--- src/hdl/tjfp_pkg.sv ---
// ----------------------------------------------------------------------------
// tjfp_pkg
// Shared constants, types and codes of the track jump false-positive filter.
// ----------------------------------------------------------------------------
package tjfp_pkg;

    localparam int TagSlots  = 1024;
    localparam int TagBits   = 10;
    localparam int CoordBits = 12;
    localparam int FracBits  = 8;
    localparam int DistBits  = 21;
    localparam int TurnBits  = 17;
    localparam int FrameBits = 32;
    localparam int HeadBits  = 16;
    // radicand width, kept even so the root takes whole bit pairs
    localparam int SqBits    = 2 * CoordBits + 2 + 2 * FracBits;
    localparam int RootBits  = (SqBits + 1) / 2;

    localparam logic [1:0] REG_JUMP_DIST  = 2'd0;
    localparam logic [1:0] REG_TURN_ANGLE = 2'd1;
    localparam logic [1:0] REG_TURN_DIST  = 2'd2;

    localparam logic [1:0] VERDICT_NORMAL   = 2'd0;
    localparam logic [1:0] VERDICT_FAR      = 2'd1;
    localparam logic [1:0] VERDICT_REPEAT   = 2'd2;
    localparam logic [1:0] VERDICT_SUSPECT  = 2'd3;

    typedef enum logic [3:0] {
        ST_IDLE,
        ST_READ,
        ST_PREP,
        ST_MOD,
        ST_SQRT,
        ST_DIV_D,
        ST_DIV_T,
        ST_DECIDE,
        ST_OUT
    } state_t;

    // start and mode control of the shared divide/root unit
    typedef struct packed {
        logic start;
        logic is_sqrt;
    } unit_ctl_t;

endpackage

--- src/hdl/tjfp_unit.sv ---
// ----------------------------------------------------------------------------
// tjfp_unit
// Shared bit-serial unit: restoring division or integer square root,
// one result bit per cycle.
// ----------------------------------------------------------------------------
module tjfp_unit
    import tjfp_pkg::*;
(
    input  logic                 aclk,
    input  logic                 aresetn,
    input  unit_ctl_t            ctl,
    input  logic [SqBits-1:0]    op_a,
    input  logic [FrameBits-1:0] op_b,
    output logic                 done,
    output logic [SqBits-1:0]    result
);

    localparam int CntBits = $clog2(SqBits + 1);
    localparam int RemBits = FrameBits + 2;

    logic               busy_reg, busy_next;
    logic               sqrt_reg, sqrt_next;
    logic [CntBits-1:0] cnt_reg, cnt_next;
    logic [SqBits-1:0]  num_reg, num_next;
    logic [SqBits-1:0]  quo_reg, quo_next;
    logic [RemBits-1:0] rem_reg, rem_next;
    logic [FrameBits-1:0] div_reg, div_next;
    logic               done_reg, done_next;

    logic [RemBits-1:0] shifted;
    logic [RemBits-1:0] trial;
    logic [RemBits:0]   diff;

    always_comb begin
        busy_next = busy_reg;
        sqrt_next = sqrt_reg;
        cnt_next  = cnt_reg;
        num_next  = num_reg;
        quo_next  = quo_reg;
        rem_next  = rem_reg;
        div_next  = div_reg;
        done_next = 1'b0;
        shifted   = '0;
        trial     = '0;
        diff      = '0;
        if (ctl.start) begin
            busy_next = 1'b1;
            sqrt_next = ctl.is_sqrt;
            num_next  = op_a;
            div_next  = op_b;
            quo_next  = '0;
            rem_next  = '0;
            cnt_next  = ctl.is_sqrt ? CntBits'(RootBits) : CntBits'(SqBits);
        end else if (busy_reg) begin
            if (sqrt_reg) begin
                // bring down two radicand bits, try 4*root+1
                shifted = {rem_reg[RemBits-3:0], num_reg[SqBits-1 -: 2]};
                trial   = {quo_reg[RemBits-3:0], 2'b01};
                num_next = {num_reg[SqBits-3:0], 2'b00};
            end else begin
                shifted = {rem_reg[RemBits-2:0], num_reg[SqBits-1]};
                trial   = {2'b00, div_reg};
                num_next = {num_reg[SqBits-2:0], 1'b0};
            end
            diff = {1'b0, shifted} - {1'b0, trial};
            if (!diff[RemBits]) begin
                rem_next = diff[RemBits-1:0];
                quo_next = {quo_reg[SqBits-2:0], 1'b1};
            end else begin
                rem_next = shifted;
                quo_next = {quo_reg[SqBits-2:0], 1'b0};
            end
            cnt_next = cnt_reg - 1'b1;
            if (cnt_reg == CntBits'(1)) begin
                busy_next = 1'b0;
                done_next = 1'b1;
            end
        end
    end

    always_ff @(posedge aclk) begin
        if (!aresetn) begin
            busy_reg <= 1'b0;
            done_reg <= 1'b0;
        end else begin
            busy_reg <= busy_next;
            done_reg <= done_next;
        end
        sqrt_reg <= sqrt_next;
        cnt_reg  <= cnt_next;
        num_reg  <= num_next;
        quo_reg  <= quo_next;
        rem_reg  <= rem_next;
        div_reg  <= div_next;
    end

    assign done   = done_reg;
    assign result = quo_reg;

    a_done_idle: assert property (@(posedge aclk) disable iff (!aresetn)
        done_reg |-> !busy_reg) else $error("unit done while busy");
    a_start_busy: assert property (@(posedge aclk) disable iff (!aresetn)
        ctl.start |=> busy_reg) else $error("unit not busy after start");
    a_no_restart: assert property (@(posedge aclk) disable iff (!aresetn)
        busy_reg |-> !ctl.start) else $error("unit restarted while busy");

endmodule
--- config.mk ---
export PLATFORM = sky130hd
export DESIGN_NAME = tjfp_unit
export DESIGN_NICKNAME = d
export VERILOG_FILES = /design/src/hdl/tjfp_pkg.sv /design/src/hdl/tjfp_unit.sv
export SDC_FILE = /design/constraint.sdc
export NUM_CORES = 1
export LEC_CHECK = 0
export BUFFER_PORTS_ARGS = -buffer_cell sky130_fd_sc_hd__clkbuf_2
export CORE_MARGIN = 5
export CORE_UTILIZATION = 27
export DETAILED_ROUTE_END_ITERATION = 6
export SLEW_MARGIN = 20
export SYNTH_ARGS = -nofsm -noshare
export SYNTH_HDL_FRONTEND = slang
export SYNTH_SLANG_ARGS = --single-unit
export TNS_END_PERCENT = 20
--- constraint.sdc ---
create_clock -name aclk -period 4.4 [get_ports aclk]
set_input_delay 0.22 -clock aclk [delete_from_list [all_inputs] [get_ports aclk]]
set_output_delay 0.22 -clock aclk [all_outputs]
set_load 0.01 [all_outputs]
==> run metrics <==
Tcrit/Tclk final 91.35%; hpwl dp 15.75 mm; row count 67; pwr/cell area about 440 nW/um^2; Hold Path Class input port to flop; final RePlAce weighted congestion slightly above 0.8; Fin. Hold Viols 0; final core occ about 33%; gr ovfl total 0; Seq/Total Area, Yosys approximately 44%; clock slew seen by the registers of the worst setup and hold paths ~0.060 ns; Peak VDD IR around 0.28 mV; total track usage between 10% and 20%; MaxCap Viol Count 0; Yosys cell types 60; Top Ports roughly 120; Die ar. between 30000 and 40000 um^2; top cell type by total area after synthesis edfxtp_1; largest net degree at the start of global routing between 90 and 100; fin. max-slew vios 0; CTS root buf clkbuf_16; post-synthesis sequential element count 158; fmax about 250 MHz; synth warn 0; drt total wl approximately 22 mm; first-pass GRT wire length around 36 mm; clk_lat worst skew around 0.43 ns; slack of the critical path roughly 0.38 ns; routed vias 7153; clk_skew roughly 0.011 ns; DR iter-0 viols approximately 410; CTS tree done; cell area after synthesis slightly above 9000 um^2; crit-path max FO 19; layout cells sized above 1 between 20 and 25%; Startpoint Class flop; remaining antenna violation count 0; Pleak ~0.0046 uW; number of synthesized flops with an enable pin 81; min cycle time layout between 4 and 5 ns; # resized after CTS 0; CTS buffer count 17; WS Path Type flop to flop; Residual DRC 0; status completed; WP data required about 4.7 ns; Post-Syn Nets roughly 1000; Max Buffers Root-to-Sink 2; area delta synth->final 21.25%; Top FF cell, synth edfxtp_1; wire length per cell 14.84 um; multi-input logic area just under 5000 um^2; TNS Setup 0 ns; CP Capture Type flop; sequential cell area between 3000 and 4000 um^2; CTS sink count between 150 and 200; top cell type's share of synthesized area between 20% and 30%; Die Width slightly below 200 um; die height between 150 and 200 um; htree depth 4; vias in the first global route roughly 6800; Avg Cell Area, Syn between 9 and 10 um^2; Initial Utilization 27.19%; Worst-Margin Slew around 1.1 ns; Slew headroom a little under 30%; Synth Instances 921; Post-synth ARST share 0%; initial antenna violation count 0; Filler cells approximately 3400; Data arrival, critical path ~4.3 ns; pre-CTS WS around 0.43 ns; final setup vio count 0; core box area 33360 um^2; IO buf count 120; Area contributors post-synth edfxtp_1 (27%), dfxtp_1 (17%), mux2i_1 (13%); DR pass1 iterations 5; via/cell ratio 4.750; # nets final ~1200; unrepaired setup endpoints after global routing no; Ant. Diodes 0
==> stage by stage <==
stage          hold slack (ns)  std cells  cell area (um^2)  total power, uW
2_1_floorplan           0.3189        921              9072             3032
3_3_place_gp            0.3980       1441             10120             3420
3_5_place_dp            0.3986       1441             10120             3429
4_1_cts             0.00004144       1505             10990             4870
5_1_grt                0.04672       1506             11000             5119
6_report               0.05139       1506             11000             4812
==> synthesized netlist by cell type, drive strengths merged, types with 6 or more instances <==
| master | count |
|---|---|
| mux2i | 118 |
| nand2 | 114 |
| nor2 | 99 |
| edfxtp | 81 |
| dfxtp | 77 |
| o21ai | 59 |
| a21oi | 39 |
| clkbuf | 39 |
| ha | 36 |
| mux2 | 35 |
| a311oi | 23 |
| buf | 20 |
| a21o | 16 |
| xnor2 | 13 |
| xor2 | 12 |
| a211oi | 11 |
| nand3 | 11 |
| a31oi | 10 |
| nor3 | 10 |
| inv | 8 |
| o21a | 8 |
| nand2b | 7 |
| o31ai | 7 |
| nand4 | 6 |
| o22ai | 6 |
==> where the power goes <==
part	switching (uW)	leakage, uW	internal, uW
logic	953	0.00291	702
clock network	639	0.000263	744
registers	79.2	0.00144	1690
==> metal layers <==
layer / up-vias / routed length [um] / GRT usage [%] / share of wire (%)
met2: 165 / 10060 / 18.29 / 45
met5: - / 0 / 0 / 0
li1: 3625 / - / - / -
met3: 7 / 1015 / 2.679 / 4.5
met4: 0 / 125 / 2.046 / 0.56
met1: 3356 / 11150 / 16.65 / 50
==> cells in the final DEF (no fill, tap or decap), types with 10 or more instances in the layout <==
master         synthesis  final
a21oi_1               36     36
dlygate4sd3_1          0     33
a211oi_1              11     11
edfxtp_1              81     81
mux2i_1              118    118
mux2_2                35     35
dfxtp_1               77     76
xnor2_1               13     13
clkbuf_2               0    119
clkbuf_16              0     17
nor3_1                10     10
nand3_1               11     11
ha_1                  36     36
nor2_1                99     99
a21o_1                16     16
a311oi_1              23     23
o21ai_0               59     59
nand2_1              114    114
xor2_1                12     12
==> cell type report <==
class | count | share of cell area (%)
clock buffer | 18 | 3.992
sequential | 158 | 36.16
timing repair buffer | 164 | 9.497
inverter | 9 | 0.3071
tap | 448 | 5.096
clock inverter | 14 | 1.012
multi-input combinational | 695 | 43.94
==> worst max-delay path, stage by stage, from the launching register on <==
cell and delay [ns]:
edfxtp_1 0.48, buf_4 0.32, mux2_2 0.40, ha_1 0.45
and3_1 0.26, nand2_1 0.10, nor2_1 0.15, nand2_1 0.11
o2111ai_4 0.32, a21o_1 0.60, buf_4 0.30, nand2_1 0.07
a311oi_1 0.32
==> logic make-up after synthesis <==
kind of cell / after synthesis / synth area share (%)
and+or+nand+nor: 280 / 13.31
muxes: 153 / 17.36
xor gates and xnor gates: 25 / 2.413
AOI/OAI and AO/OA: 200 / 14.98
DFF: 158 / 43.80
buffers and inverters: 68 / 2.951
adders and majority gates: 37 / 5.185
==> path summary, 6_finish.rpt <==
path / slack (ns) / start / to / depth (start not counted)
setup / recovery: 0.38 / sqrt_reg$_DFFE_PP_ / rem_reg[12]$_SDFFE_PP0P_ / 12
hold / removal: 0.05 / ctl[0] / sqrt_reg$_DFFE_PP_ / 1
setup reg to reg: 0.38 / sqrt_reg$_DFFE_PP_ / rem_reg[12]$_SDFFE_PP0P_ / 12
hold reg to reg: 0.49 / rem_reg[32]$_SDFFE_PP0P_ / rem_reg[32]$_SDFFE_PP0P_ / 2
==> what timing repair did <==
item | CTS | global route
endpoints found under the hold margin | 32 | 1
endpoints found under the setup margin | 0 | 0
buffers inserted | 0 | 0
hold buffers | 32 | 1
Note: power is estimated with default switching activity, not from simulation.
